File: src/rtl/rcadc_pkg.sv
// ----------------------------------------------------------------------------
// rcadc_pkg
// Shared widths, codes and thresholds for the stick and button ladder decoder.
// ----------------------------------------------------------------------------
package rcadc_pkg;

  // Field widths
  localparam int unsigned ChanW   = 3;
  localparam int unsigned SampleW = 12;
  localparam int unsigned KeysN   = 8;
  localparam int unsigned SlotW   = 3;
  localparam int unsigned PulseW  = 11;
  localparam int unsigned CntW    = 2;
  localparam int unsigned CfgIdxW = 3;

  // Stream word widths (fields packed from bit 0, padded to whole bytes)
  localparam int unsigned InDataW  = 24;
  localparam int unsigned OutDataW = 24;

  // Channel codes
  localparam logic [ChanW-1:0] CH_LADDER_LO = 3'd4;  // keys 0-3
  localparam logic [ChanW-1:0] CH_LADDER_HI = 3'd5;  // keys 4-7

  // Register indexes
  localparam logic [CfgIdxW-1:0] REG_SLOT0 = 3'd0;
  localparam logic [CfgIdxW-1:0] REG_SLOT1 = 3'd1;
  localparam logic [CfgIdxW-1:0] REG_SLOT2 = 3'd2;
  localparam logic [CfgIdxW-1:0] REG_SLOT3 = 3'd3;

  // Stick mapping
  localparam logic [SampleW-1:0] STICK_LOW   = 12'd512;
  localparam logic [SampleW-1:0] STICK_HIGH  = 12'd3586;
  localparam logic [PulseW-1:0]  PULSE_MIN   = 11'd1000;
  localparam logic [PulseW-1:0]  PULSE_MAX   = 11'd2000;
  localparam logic [19:0]        STICK_GAIN  = 20'd125;
  localparam logic [19:0]        STICK_OFFS  = 20'd320000;
  // (2^17 + 1) / 3: exact floor division by three for values below 2^16
  localparam logic [16:0]        DIV3_RECIP  = 17'd43691;

  // Ladder thresholds (all windows open on both ends)
  localparam logic [SampleW-1:0] LADDER_RELEASE = 12'd4000;
  localparam logic [SampleW-1:0] KEY0_LO = 12'd0;
  localparam logic [SampleW-1:0] KEY0_HI = 12'd9;
  localparam logic [SampleW-1:0] KEY1_LO = 12'd980;
  localparam logic [SampleW-1:0] KEY1_HI = 12'd1020;
  localparam logic [SampleW-1:0] KEY2_LO = 12'd2040;
  localparam logic [SampleW-1:0] KEY2_HI = 12'd2070;
  localparam logic [SampleW-1:0] KEY3_LO = 12'd3040;
  localparam logic [SampleW-1:0] KEY3_HI = 12'd3090;

  localparam logic [CntW-1:0] CNT_LATCH = 2'd3;

  typedef logic [CntW-1:0] press_cnt_t;

endpackage

File: src/rtl/rc_adc_stick_and_button_decoder.sv
// ----------------------------------------------------------------------------
// rc_adc_stick_and_button_decoder
// Maps stick ADC samples to PPM pulse widths and debounces two resistor-ladder
// button groups into latched key event bits.
// ----------------------------------------------------------------------------
//  channel   | direction | word contents
//  s_axis    | in        | tuser: channel; tdata: sample, clear_mask
//  m_axis    | out       | tuser: pulse_valid; tdata: ppm_slot, pulse_us,
//            |           |   key_events
//  cfg       | in        | cfg_index_i selects slot_of_stick0..3
//
//  One word enters per cycle while m_axis does not stall; it passes the input
//  register and is offered from the result register. Debounce state updates as a
//  word moves from the input register to the result register, so the next word
//  sees it without a bubble. A stalled m_axis holds both registers; s_axis
//  keeps accepting while the input register is free. Reset clears counters
//  and event bits and loads slots 0..3; no clearing pass is needed.
// ----------------------------------------------------------------------------
module rc_adc_stick_and_button_decoder (
  input  logic                              clk_i,
  input  logic                              rst_ni,
  // input stream
  input  logic                              s_axis_tvalid,
  output logic                              s_axis_tready,
  input  logic [rcadc_pkg::InDataW-1:0]     s_axis_tdata,  // [11:0] sample, [19:12] clear_mask
  input  logic [rcadc_pkg::ChanW-1:0]       s_axis_tuser,  // [2:0] channel
  // result stream
  output logic                              m_axis_tvalid,
  input  logic                              m_axis_tready,
  output logic [rcadc_pkg::OutDataW-1:0]    m_axis_tdata,  // [2:0] ppm_slot, [13:3] pulse_us,
                                                           // [21:14] key_events
  output logic                              m_axis_tuser,  // [0] pulse_valid
  // configuration writes
  input  logic                              cfg_valid_i,
  output logic                              cfg_ready_o,
  input  logic [rcadc_pkg::CfgIdxW-1:0]     cfg_index_i,
  input  logic [rcadc_pkg::SlotW-1:0]       cfg_data_i
);
  import rcadc_pkg::*;

  // --------------------------------------------------------------------------
  // Configuration: stick to slot map
  // --------------------------------------------------------------------------
  logic [SlotW-1:0] slot_q [4];

  assign cfg_ready_o = 1'b1;

  always_ff @(posedge clk_i or negedge rst_ni) begin
    if (!rst_ni) begin
      slot_q[0] <= 3'd0;
      slot_q[1] <= 3'd1;
      slot_q[2] <= 3'd2;
      slot_q[3] <= 3'd3;
    end else if (cfg_valid_i) begin
      case (cfg_index_i)
        REG_SLOT0: slot_q[0] <= cfg_data_i;
        REG_SLOT1: slot_q[1] <= cfg_data_i;
        REG_SLOT2: slot_q[2] <= cfg_data_i;
        REG_SLOT3: slot_q[3] <= cfg_data_i;
        default: ;  // unused index: drop the write
      endcase
    end
  end

  // --------------------------------------------------------------------------
  // Input register
  // --------------------------------------------------------------------------
  logic               in_valid_q, in_valid_d;
  logic [ChanW-1:0]   chan_q;
  logic [SampleW-1:0] sample_q;
  logic [KeysN-1:0]   clr_q;
  logic [12:0]        scaled_q;   // (sample*125 + 320000) / 128
  logic [19:0]        scaled_full;
  logic               in_accept;
  logic               advance;

  assign advance       = in_valid_q && (!m_axis_tvalid || m_axis_tready);
  assign s_axis_tready = !in_valid_q || advance;
  assign in_accept     = s_axis_tvalid && s_axis_tready;

  // Scale the sample on the way in; the divide by three follows next stage
  assign scaled_full = 20'(s_axis_tdata[SampleW-1:0]) * STICK_GAIN + STICK_OFFS;

  always_comb begin
    in_valid_d = in_valid_q;
    if (in_accept) begin
      in_valid_d = 1'b1;
    end else if (advance) begin
      in_valid_d = 1'b0;
    end
  end

  always_ff @(posedge clk_i or negedge rst_ni) begin
    if (!rst_ni) begin
      in_valid_q <= 1'b0;
    end else begin
      in_valid_q <= in_valid_d;
    end
  end

  always_ff @(posedge clk_i) begin
    if (in_accept) begin
      chan_q   <= s_axis_tuser;
      sample_q <= s_axis_tdata[SampleW-1:0];
      clr_q    <= s_axis_tdata[SampleW+KeysN-1:SampleW];
      scaled_q <= scaled_full[19:7];
    end
  end

  // --------------------------------------------------------------------------
  // Stick mapping
  // --------------------------------------------------------------------------
  logic              is_stick;
  logic [29:0]       div3_prod;
  logic [PulseW-1:0] pulse_d;
  logic [SlotW-1:0]  slot_d;

  assign is_stick  = chan_q < CH_LADDER_LO;
  assign div3_prod = 30'(scaled_q) * 30'(DIV3_RECIP);

  always_comb begin
    pulse_d = '0;
    slot_d  = '0;
    if (is_stick) begin
      slot_d = slot_q[chan_q[1:0]];
      if (sample_q <= STICK_LOW) begin
        pulse_d = PULSE_MIN;
      end else if (sample_q >= STICK_HIGH) begin
        pulse_d = PULSE_MAX;
      end else begin
        pulse_d = div3_prod[27:17];
      end
    end
  end

  // --------------------------------------------------------------------------
  // Ladder decode and debounce
  // --------------------------------------------------------------------------
  press_cnt_t       cnt_q [KeysN];
  press_cnt_t       cnt_d [KeysN];
  logic [KeysN-1:0] latched_q, latched_d, latched_clr;
  logic             is_ladder, grp_hi, release_hit, key_hit;
  logic [1:0]       key_sel;

  assign is_ladder   = (chan_q == CH_LADDER_LO) || (chan_q == CH_LADDER_HI);
  assign grp_hi      = chan_q == CH_LADDER_HI;
  assign release_hit = sample_q > LADDER_RELEASE;
  assign latched_clr = latched_q & ~clr_q;

  // Pick the key window, checking keys 3, 2, 0, then 1
  always_comb begin
    key_hit = 1'b1;
    key_sel = 2'd0;
    if (sample_q > KEY3_LO && sample_q < KEY3_HI) begin
      key_sel = 2'd3;
    end else if (sample_q > KEY2_LO && sample_q < KEY2_HI) begin
      key_sel = 2'd2;
    end else if (sample_q > KEY0_LO && sample_q < KEY0_HI) begin
      key_sel = 2'd0;
    end else if (sample_q > KEY1_LO && sample_q < KEY1_HI) begin
      key_sel = 2'd1;
    end else begin
      key_hit = 1'b0;
    end
  end

  // Per-key counter and latch update
  always_comb begin
    latched_d = latched_clr;
    for (int k = 0; k < KeysN; k++) begin
      cnt_d[k] = cnt_q[k];
      if (is_ladder && ((k / 4 == 1) == grp_hi)) begin
        if (release_hit) begin
          cnt_d[k] = '0;
        end else if (key_hit && (2'(k % 4) == key_sel) &&
                     (cnt_q[k] != CNT_LATCH) && !latched_clr[k]) begin
          cnt_d[k] = cnt_q[k] + 2'd1;
          if (cnt_q[k] == CNT_LATCH - 2'd1) begin
            latched_d[k] = 1'b1;
          end
        end
      end
    end
  end

  always_ff @(posedge clk_i or negedge rst_ni) begin
    if (!rst_ni) begin
      latched_q <= '0;
      for (int k = 0; k < KeysN; k++) begin
        cnt_q[k] <= '0;
      end
    end else if (advance) begin
      latched_q <= latched_d;
      for (int k = 0; k < KeysN; k++) begin
        cnt_q[k] <= cnt_d[k];
      end
    end
  end

  // --------------------------------------------------------------------------
  // Result register
  // --------------------------------------------------------------------------
  logic              out_valid_q, out_valid_d;
  logic              pulse_valid_q;
  logic [SlotW-1:0]  slot_out_q;
  logic [PulseW-1:0] pulse_out_q;
  logic [KeysN-1:0]  keys_out_q;

  always_comb begin
    out_valid_d = out_valid_q;
    if (advance) begin
      out_valid_d = 1'b1;
    end else if (m_axis_tready) begin
      out_valid_d = 1'b0;
    end
  end

  always_ff @(posedge clk_i or negedge rst_ni) begin
    if (!rst_ni) begin
      out_valid_q <= 1'b0;
    end else begin
      out_valid_q <= out_valid_d;
    end
  end

  always_ff @(posedge clk_i) begin
    if (advance) begin
      pulse_valid_q <= is_stick;
      slot_out_q    <= slot_d;
      pulse_out_q   <= pulse_d;
      keys_out_q    <= latched_d;
    end
  end

  assign m_axis_tvalid = out_valid_q;
  assign m_axis_tuser  = pulse_valid_q;
  assign m_axis_tdata  = {2'b00, keys_out_q, pulse_out_q, slot_out_q};

  // --------------------------------------------------------------------------
  // Assertions
  // --------------------------------------------------------------------------
  // A non-stick result carries no slot or pulse width
  a_nonstick_zero: assert property (@(posedge clk_i) disable iff (!rst_ni)
    (out_valid_q && !pulse_valid_q) |-> (slot_out_q == '0 && pulse_out_q == '0))
    else $error("non-stick result has nonzero pulse fields");

  // A stick pulse width stays within 1000..2000 us
  a_pulse_range: assert property (@(posedge clk_i) disable iff (!rst_ni)
    (out_valid_q && pulse_valid_q) |-> (pulse_out_q >= PULSE_MIN && pulse_out_q <= PULSE_MAX))
    else $error("stick pulse width out of range");

  // New event bits only come from a ladder word moving forward
  a_latch_source: assert property (@(posedge clk_i) disable iff (!rst_ni)
    (|(latched_d & ~latched_q) && advance) |-> is_ladder)
    else $error("event bit set by a non-ladder word");

  // Debounce state moves only when a word advances
  a_state_hold: assert property (@(posedge clk_i) disable iff (!rst_ni)
    !$past(advance) |-> $stable(latched_q))
    else $error("event bits changed without an advancing word");

  // A stalled result blocks the input register when it is full
  a_stall_block: assert property (@(posedge clk_i) disable iff (!rst_ni)
    (in_valid_q && out_valid_q && !m_axis_tready) |-> !s_axis_tready)
    else $error("input accepted while pipeline is stalled and full");

endmodule
File: config.mk
export PLATFORM = sky130hd
export DESIGN_NAME = rc_adc_stick_and_button_decoder
export DESIGN_NICKNAME = d
export VERILOG_FILES = /design/src/rtl/rcadc_pkg.sv /design/src/rtl/rc_adc_stick_and_button_decoder.sv
export SDC_FILE = /design/constraint.sdc
export NUM_CORES = 1
export LEC_CHECK = 0
export BUFFER_PORTS_ARGS = -buffer_cell sky130_fd_sc_hd__buf_4
export CAP_MARGIN = 20
export CORE_AREA = 2 2 118 120
export DETAILED_ROUTE_END_ITERATION = 8
export DIE_AREA = 0 0 120 122
export PLACE_DENSITY = 0.84
export SYNTH_ARGS = -nofsm -noshare
export SYNTH_HDL_FRONTEND = slang
export SYNTH_SLANG_ARGS = --single-unit
File: constraint.sdc
create_clock -name clk_i -period 14.1 [get_ports clk_i]
set_input_delay 1.41 -clock clk_i [delete_from_list [all_inputs] [get_ports clk_i]]
set_output_delay 1.41 -clock clk_i [all_outputs]
set_load 0.05 [all_outputs]
# Word-level counts from Yosys, hierarchy flattened
# Index checks and enable logic that the tools add are counted.
op_classes:
  mul: 2
  muxes: 65
  bitwise: 5
  n_eq_ne: 24
  magnitude_cmp: 13
  reduce_logical: 67
  addsub: 9
ops:
  columns: ["cell", "count"]
  rows:
  - ["$mux W1", 42]
  - ["$mux W2", 18]
  - ["$logic_and A1 B1 Y1", 28]
  - ["$mul A13 B16 Y28 const B", 1]
  - ["$gt A12 B12 Y1 const B", 2]
  - ["$lt A12 B12 Y1 const B", 2]
  - ["$reduce_and A3 Y1", 8]
  - ["$add A19 B19 Y20 const B", 1]
  - ["$reduce_bool A2 Y1", 10]
  - ["$mul A12 B7 Y19 const B", 1]
  - ["$add A2 B1 Y2 const B", 8]
  - ["$eq A2 B2 Y1 const B", 8]
  - ["$ne A2 B2 Y1 const B", 8]
  - ["$ge A12 B12 Y1 const B", 1]
  - ["$gt A12 B1 Y1 const B", 1]
  - ["$gt A12 B10 Y1 const B", 1]
  - ["$gt A12 B11 Y1 const B", 1]
  - ["$le A12 B10 Y1 const B", 1]
  - ["$lt A12 B10 Y1 const B", 1]
  - ["$lt A12 B4 Y1 const B", 1]
  - ["$mux W11", 1]
  - ["$logic_not A1 Y1", 10]
  - ["$mux W10", 1]
  - ["$and A8 B8 Y8", 1]
  - ["18 further kinds", 28]
totals:
  wordCells: 210
  output_inout_bits: 28
  ff_bits: 97
  input_bits: 38

# Longest topological paths before layout
depth:
  depth_word: 13
  ltp_mapped: 19
  mapped_depth_nobuf: 19

# Least setup slack after synthesis
# No wires, ideal clock.
synth_path:
  path_kind: "input -> register"
  start: "input port s_axis_tdata[0] (netlist name)"
  end: "register scaled_q[6] (data pin)"
  setup_ns: 0.258
  path_buffers: 0
  stages: 16
  t_arrival_ns: 5.068
  required_time_ns: 13.842
  path_slack_ns: 8.775
  cell_sequence: "fa_1 -> inv_1 -> fa_1 -> fa_1 -> inv_1 -> fa_1 -> ha_1 -> a21o_1 -> a21oi_1 -> nand2_1 -> and2_1 -> o21a_1 -> o21ai_1 -> a21oi_1 -> a21oi_1 -> xnor2_1"
synth_via:
  elab_chain_cells: 2
synth_lines:
  columns: ["item", "line", "source"]
  rows:
  - ["from (decl)", "rc_adc_stick_and_button_decoder.sv:25", "input logic [rcadc_pkg::InDataW-1:0] s_axis_tdata,"]
  - ["$mul A12 B7 Y19", "rc_adc_stick_and_button_decoder.sv:82", "assign scaled_full = 20'(s_axis_tdata[SampleW-1:0]) * STICK_GAIN + STICK_OFFS;"]
  - ["$add A19 B19 Y20", "rc_adc_stick_and_button_decoder.sv:82", null]
  - ["named net scaled_full[13]", "rc_adc_stick_and_button_decoder.sv:73", "logic [19:0] scaled_full;"]
  - ["to (signal assigned)", "rc_adc_stick_and_button_decoder.sv:106", "scaled_q <= scaled_full[19:7];"]
  - ["to (decl)", "rc_adc_stick_and_button_decoder.sv:72", "logic [12:0] scaled_q;"]
# The timed path passes the listed nets, and every way through them passes these cells.
# A chain may end at the register's enable or synchronous reset.

# Worst setup path after layout
layout_path:
  start: "input port s_axis_tdata[0] (netlist name)"
  end: "register scaled_q[12] (data pin)"
# Same word-level chain as after synthesis.

==> results.md <==
Status:
- The flow ran to the end, and the final reports show no timing, DRC or antenna violations.

Placement:
- Counting tap cells, the placed design contains a total of 1020 instances.
- The estimated wirelength of the detail-placed design is 12370 um.
- The final estimated routing congestion in global placement is 0.8305.
- The count of buffers added on input and output ports is 58.

Setup path:
- The critical path class is in -> reg.
- The data required time of the worst path is 14.26 ns.
- STA classifies the critical path startpoint as a primary input.
- The endpoint of the worst-slack reg-to-reg timing path is pulse_out_q[8]$_SDFFCE_PP0P_.
- The largest fanout of any net on the critical path is 6.
- The startpoint identified for the worst register-to-register timing path is scaled_q[9]$_DFFE_PP_.
- The worst setup path is captured at a register.
- Data arrives at the worst endpoint at 5.69 ns.
- The register-to-register setup slack is 8.91 ns.
- The cell count of the worst reg-to-reg path is 17.

Synth:
- After synthesis, the share of flip-flops with an asynchronous set or reset is 0.3918.
- The number of storage elements in the synthesis netlist is 97.
- The area share of and/or/nand/nor cells after synthesis is 0.09725.
- The share of the synthesized area in the top cell type is 0.2072.
- Of the total synthesized cell area, the portion taken by full adders, half adders and majority gates is 0.4043.
- After synthesis, the largest family of logic cells by area is adder cells.
- The compound-cell area share of the yosys netlist came to 0.07188.
- The number of warnings reported in the yosys synthesis log is 0.
- Dividing the synthesized area by the synthesized cell count gives 10.97 um2.
- By instance count, the leading cell after synthesis is sky130_fd_sc_hd__ha_1.
- The number of synthesized flops with an enable pin is 59.
- The prevailing post-synth register cell is sky130_fd_sc_hd__edfxtp_1.
- Of the total synthesized cell area, the portion taken by XOR and XNOR cells is 0.02232.
- Ranked by instance count, the synthesized netlist is headed by sky130_fd_sc_hd__ha_1, sky130_fd_sc_hd__inv_1, sky130_fd_sc_hd__fa_1.
- The biggest area contributor in the post-synthesis netlist is sky130_fd_sc_hd__ha_1.
- In this run the cell area of the synthesized design comes to 8633 um2.
- The number of different library cells used by synthesis comes to 55.
- For this run, the register share of the synthesized area comes to 0.3159.
- Synthesis produced a netlist whose cell count is 787.
- After synthesis, the cell types taking the most area are sky130_fd_sc_hd__ha_1, sky130_fd_sc_hd__edfxtp_1, sky130_fd_sc_hd__fa_1.
- The mux cell area share after synthesis is 0.02348.

Timing:
- Setup violations remaining at the end of the flow were counted as 0.
- The final max-slew violation count is 0.
- Setup repair after global routing left no endpoint under its margin.
- The worst relative slew slack is 0.4679.
- The post-route fraction of the period consumed by the critical path is 0.3921.
- Static timing analysis puts the maximum clock frequency at 180.9 MHz.
- The transition time of the tightest slew-check pin is 0.7952 ns.
- The final hold violation count is 0.
- The time the final worst path needs with I/O delays and setup is 5.529 ns.
- For the final database, setup skew stands at 0.01166 ns.
- The accumulated negative setup slack is 0 ns.

Detailed routing:
- The first routing iteration left 318 violations.
- Dividing the detail-routed wire length by the instance count gives 14.77 um.
- For this block, the via count after detailed routing is 5588.
- The detail route stage leaves a number of antenna-violating nets equal to 0.
- The via density per instance is 5.389.
- The first detailed-routing pass took 5 iterations.
- After detailed routing, the total wire length is 15320 um.
- The final routed DRC violation total is 0.

Floorplanning:
- The die span in x is 120 um.
- The die is 122 um tall.
- The core outline area is 13500 um2.
- The die covers 14640 um2.
- For this design the top-level I/O count stands at 66.
- The number of core rows is 43.
- The initial utilization of the core area, before any placement, comes to 0.6393.

Layout:
- The layout overhead on the synthesized area is 11.16%.
- The total inserted antenna cells is 0.
- The final instance count without filler cells is 1037.
- After the last flow step, the layout net total stands at 1118.
- The fraction of final layout cells with drive strength greater than 1 is 0.1237.
- The layout filler cell count is 960.

Global routing:
- The layer carrying the most global-route usage is met2.
- The first global-routing pass estimated 26200 um of wire.
- The number of global-route vias before repair is 5787.
- For this run the aggregate overflow at the end of global routing stands at 0.
- The initial antenna violation count is 0.
- In the global route stage, met3 resource usage came out at 0.03371.
- The met1 track demand over resource in global routing is 0.2881.
- For met2 alone, demand over resource in global routing was 0.4091.
- The pin count of the biggest net entering global routing is 39.
- The total track usage is 0.2260.

Min path:
- The path type of the worst min-delay path is reg -> reg.
- The endpoint of the worst hold path is latched_q[3]$_DFFE_PN0P_.
- The startpoint of the tightest hold check path is latched_q[3]$_DFFE_PN0P_.
- The worst hold path stage count is 2.

Clock network:
- After clock tree synthesis, the setup repair step added 0 buffers.
- In this run the deepest clock path goes through 2 buffers.
- For the worst-skew pair, the clock arrives at the later sink with an insertion delay of 0.35 ns.
- CTS placed an instance of sky130_fd_sc_hd__clkbuf_16 at the clock tree root.
- The clock-pin slew reported for the worst setup and hold paths after clock tree synthesis is 0.07 ns.
- TritonCTS created 9 clock buffers.
- CTS saw 97 sinks.
- After clock tree synthesis, the flow added hold-fix buffers numbering 0.
- The post-cts gate resize count is 0.
- The H-tree generated during clock tree synthesis spans 3 levels.
- TritonCTS built the clock tree.

Run:
- The number of max-cap violations is 0.
[area by class of cell]
cell class	instances	area, um2	area share
Clock buffer	9	225.2	0.02347
Tap cell	180	225.2	0.02347
Multi-Input combinational cell	550	5358	0.5583
Timing Repair Buffer	60	462.9	0.04824
Clock inverter	7	95.09	0.009909
Inverter	134	503.0	0.05241
Sequential cell	97	2728	0.2842
[how the worst max path moves through the flow]
stage,from,end
after detailed placement,s_axis_tdata[0],scaled_q[12]$_DFFE_PP_
after CTS,s_axis_tdata[0],scaled_q[12]$_DFFE_PP_
after floorplan,s_axis_tdata[0],scaled_q[6]$_DFFE_PP_
final,s_axis_tdata[0],scaled_q[12]$_DFFE_PP_
after global routing,s_axis_tdata[0],scaled_q[12]$_DFFE_PP_
after global placement,s_axis_tdata[0],scaled_q[12]$_DFFE_PP_
[logic make-up after synthesis]
family                     count (synthesis)
DFF                                       97
and+or+nand+nor                          178
xor gates and xnor gates                  22
buffers and inverters                    141
adders and majority gates                228
other                                      2
AOI/OAI and AO/OA                        104
muxes                                     15
[flip-flops by register name, indices dropped and copies added, names as in the netlist]
register       cells
cnt_q             16
scaled_q          13
sample_q          12
slot_q            12
pulse_out_q       11
clr_q              8
keys_out_q         8
latched_q          8
chan_q             3
slot_out_q         3
in_valid_q         1
m_axis_tuser       1
m_axis_tvalid      1
[metal layers]
layer,vias to the layer above,part of all wire
met3,18,0.032
met1,2705,0.44
met5,-,0
li1,2752,-
met4,0,0.012
met2,113,0.52
[cell usage in the layout (no fill, tap or decap), types with 2 or more instances in the layout]
cell type / count
sky130_fd_sc_hd__buf_4: 59
sky130_fd_sc_hd__inv_1: 133
sky130_fd_sc_hd__nand2_1: 66
sky130_fd_sc_hd__inv_8: 2
sky130_fd_sc_hd__nand3b_1: 2
sky130_fd_sc_hd__nor2_1: 38
sky130_fd_sc_hd__a21oi_1: 32
sky130_fd_sc_hd__xnor2_1: 13
sky130_fd_sc_hd__and2_1: 9
sky130_fd_sc_hd__mux2_2: 12
sky130_fd_sc_hd__and4_1: 2
sky130_fd_sc_hd__nand4_1: 3
sky130_fd_sc_hd__nand3_1: 17
sky130_fd_sc_hd__nor4_1: 3
sky130_fd_sc_hd__clkbuf_16: 9
sky130_fd_sc_hd__conb_1: 3
sky130_fd_sc_hd__and3_1: 3
sky130_fd_sc_hd__o31ai_1: 3
sky130_fd_sc_hd__ha_1: 143
sky130_fd_sc_hd__a21o_1: 6
sky130_fd_sc_hd__or2_2: 2
sky130_fd_sc_hd__nor2b_1: 4
sky130_fd_sc_hd__o21ai_0: 41
sky130_fd_sc_hd__nor3_1: 12
sky130_fd_sc_hd__nand2b_1: 9
sky130_fd_sc_hd__edfxtp_1: 59
sky130_fd_sc_hd__dfrtp_1: 34
sky130_fd_sc_hd__a211oi_1: 3
sky130_fd_sc_hd__o21a_1: 5
sky130_fd_sc_hd__o21ai_1: 2
sky130_fd_sc_hd__xor2_1: 9
sky130_fd_sc_hd__dfstp_2: 4
sky130_fd_sc_hd__nor3b_1: 2
sky130_fd_sc_hd__mux4_2: 3
sky130_fd_sc_hd__inv_6: 2
sky130_fd_sc_hd__fa_1: 85
[critical path, stage by stage]
cell and delay (ns):
sky130_fd_sc_hd__buf_4 0.14, sky130_fd_sc_hd__fa_1 0.57, sky130_fd_sc_hd__inv_1 0.06, sky130_fd_sc_hd__fa_1 0.48, sky130_fd_sc_hd__fa_1 0.54, sky130_fd_sc_hd__inv_1 0.05
sky130_fd_sc_hd__fa_1 0.47, sky130_fd_sc_hd__ha_1 0.36, sky130_fd_sc_hd__a21o_1 0.20, sky130_fd_sc_hd__a21oi_1 0.20, sky130_fd_sc_hd__a21oi_1 0.11, sky130_fd_sc_hd__o211ai_1 0.22
sky130_fd_sc_hd__a31oi_1 0.17, sky130_fd_sc_hd__nor2_1 0.17, sky130_fd_sc_hd__a21oi_1 0.11, sky130_fd_sc_hd__a21oi_1 0.19, sky130_fd_sc_hd__xor2_1 0.24
[stage by stage]
| stage | hold slack [ns] | worst slack [ns] | util | area (um2) |
|---|---|---|---|---|
| after floorplan | 0.4479 | 8.775 | - | 8637 |
| after global placement | 0.4620 | 8.325 | 0.6854 | 9256 |
| after detailed placement | 0.4763 | 8.220 | 0.6854 | 9256 |
| after CTS | 0.4896 | 8.510 | 0.7092 | 9577 |
| after global routing | 0.5068 | 8.285 | 0.7106 | 9597 |
| final | 0.4878 | 8.571 | 0.7106 | 9597 |
Power is not shown: default switching activity piles up to over one toggle a cycle in this logic, so the estimate is an artifact.
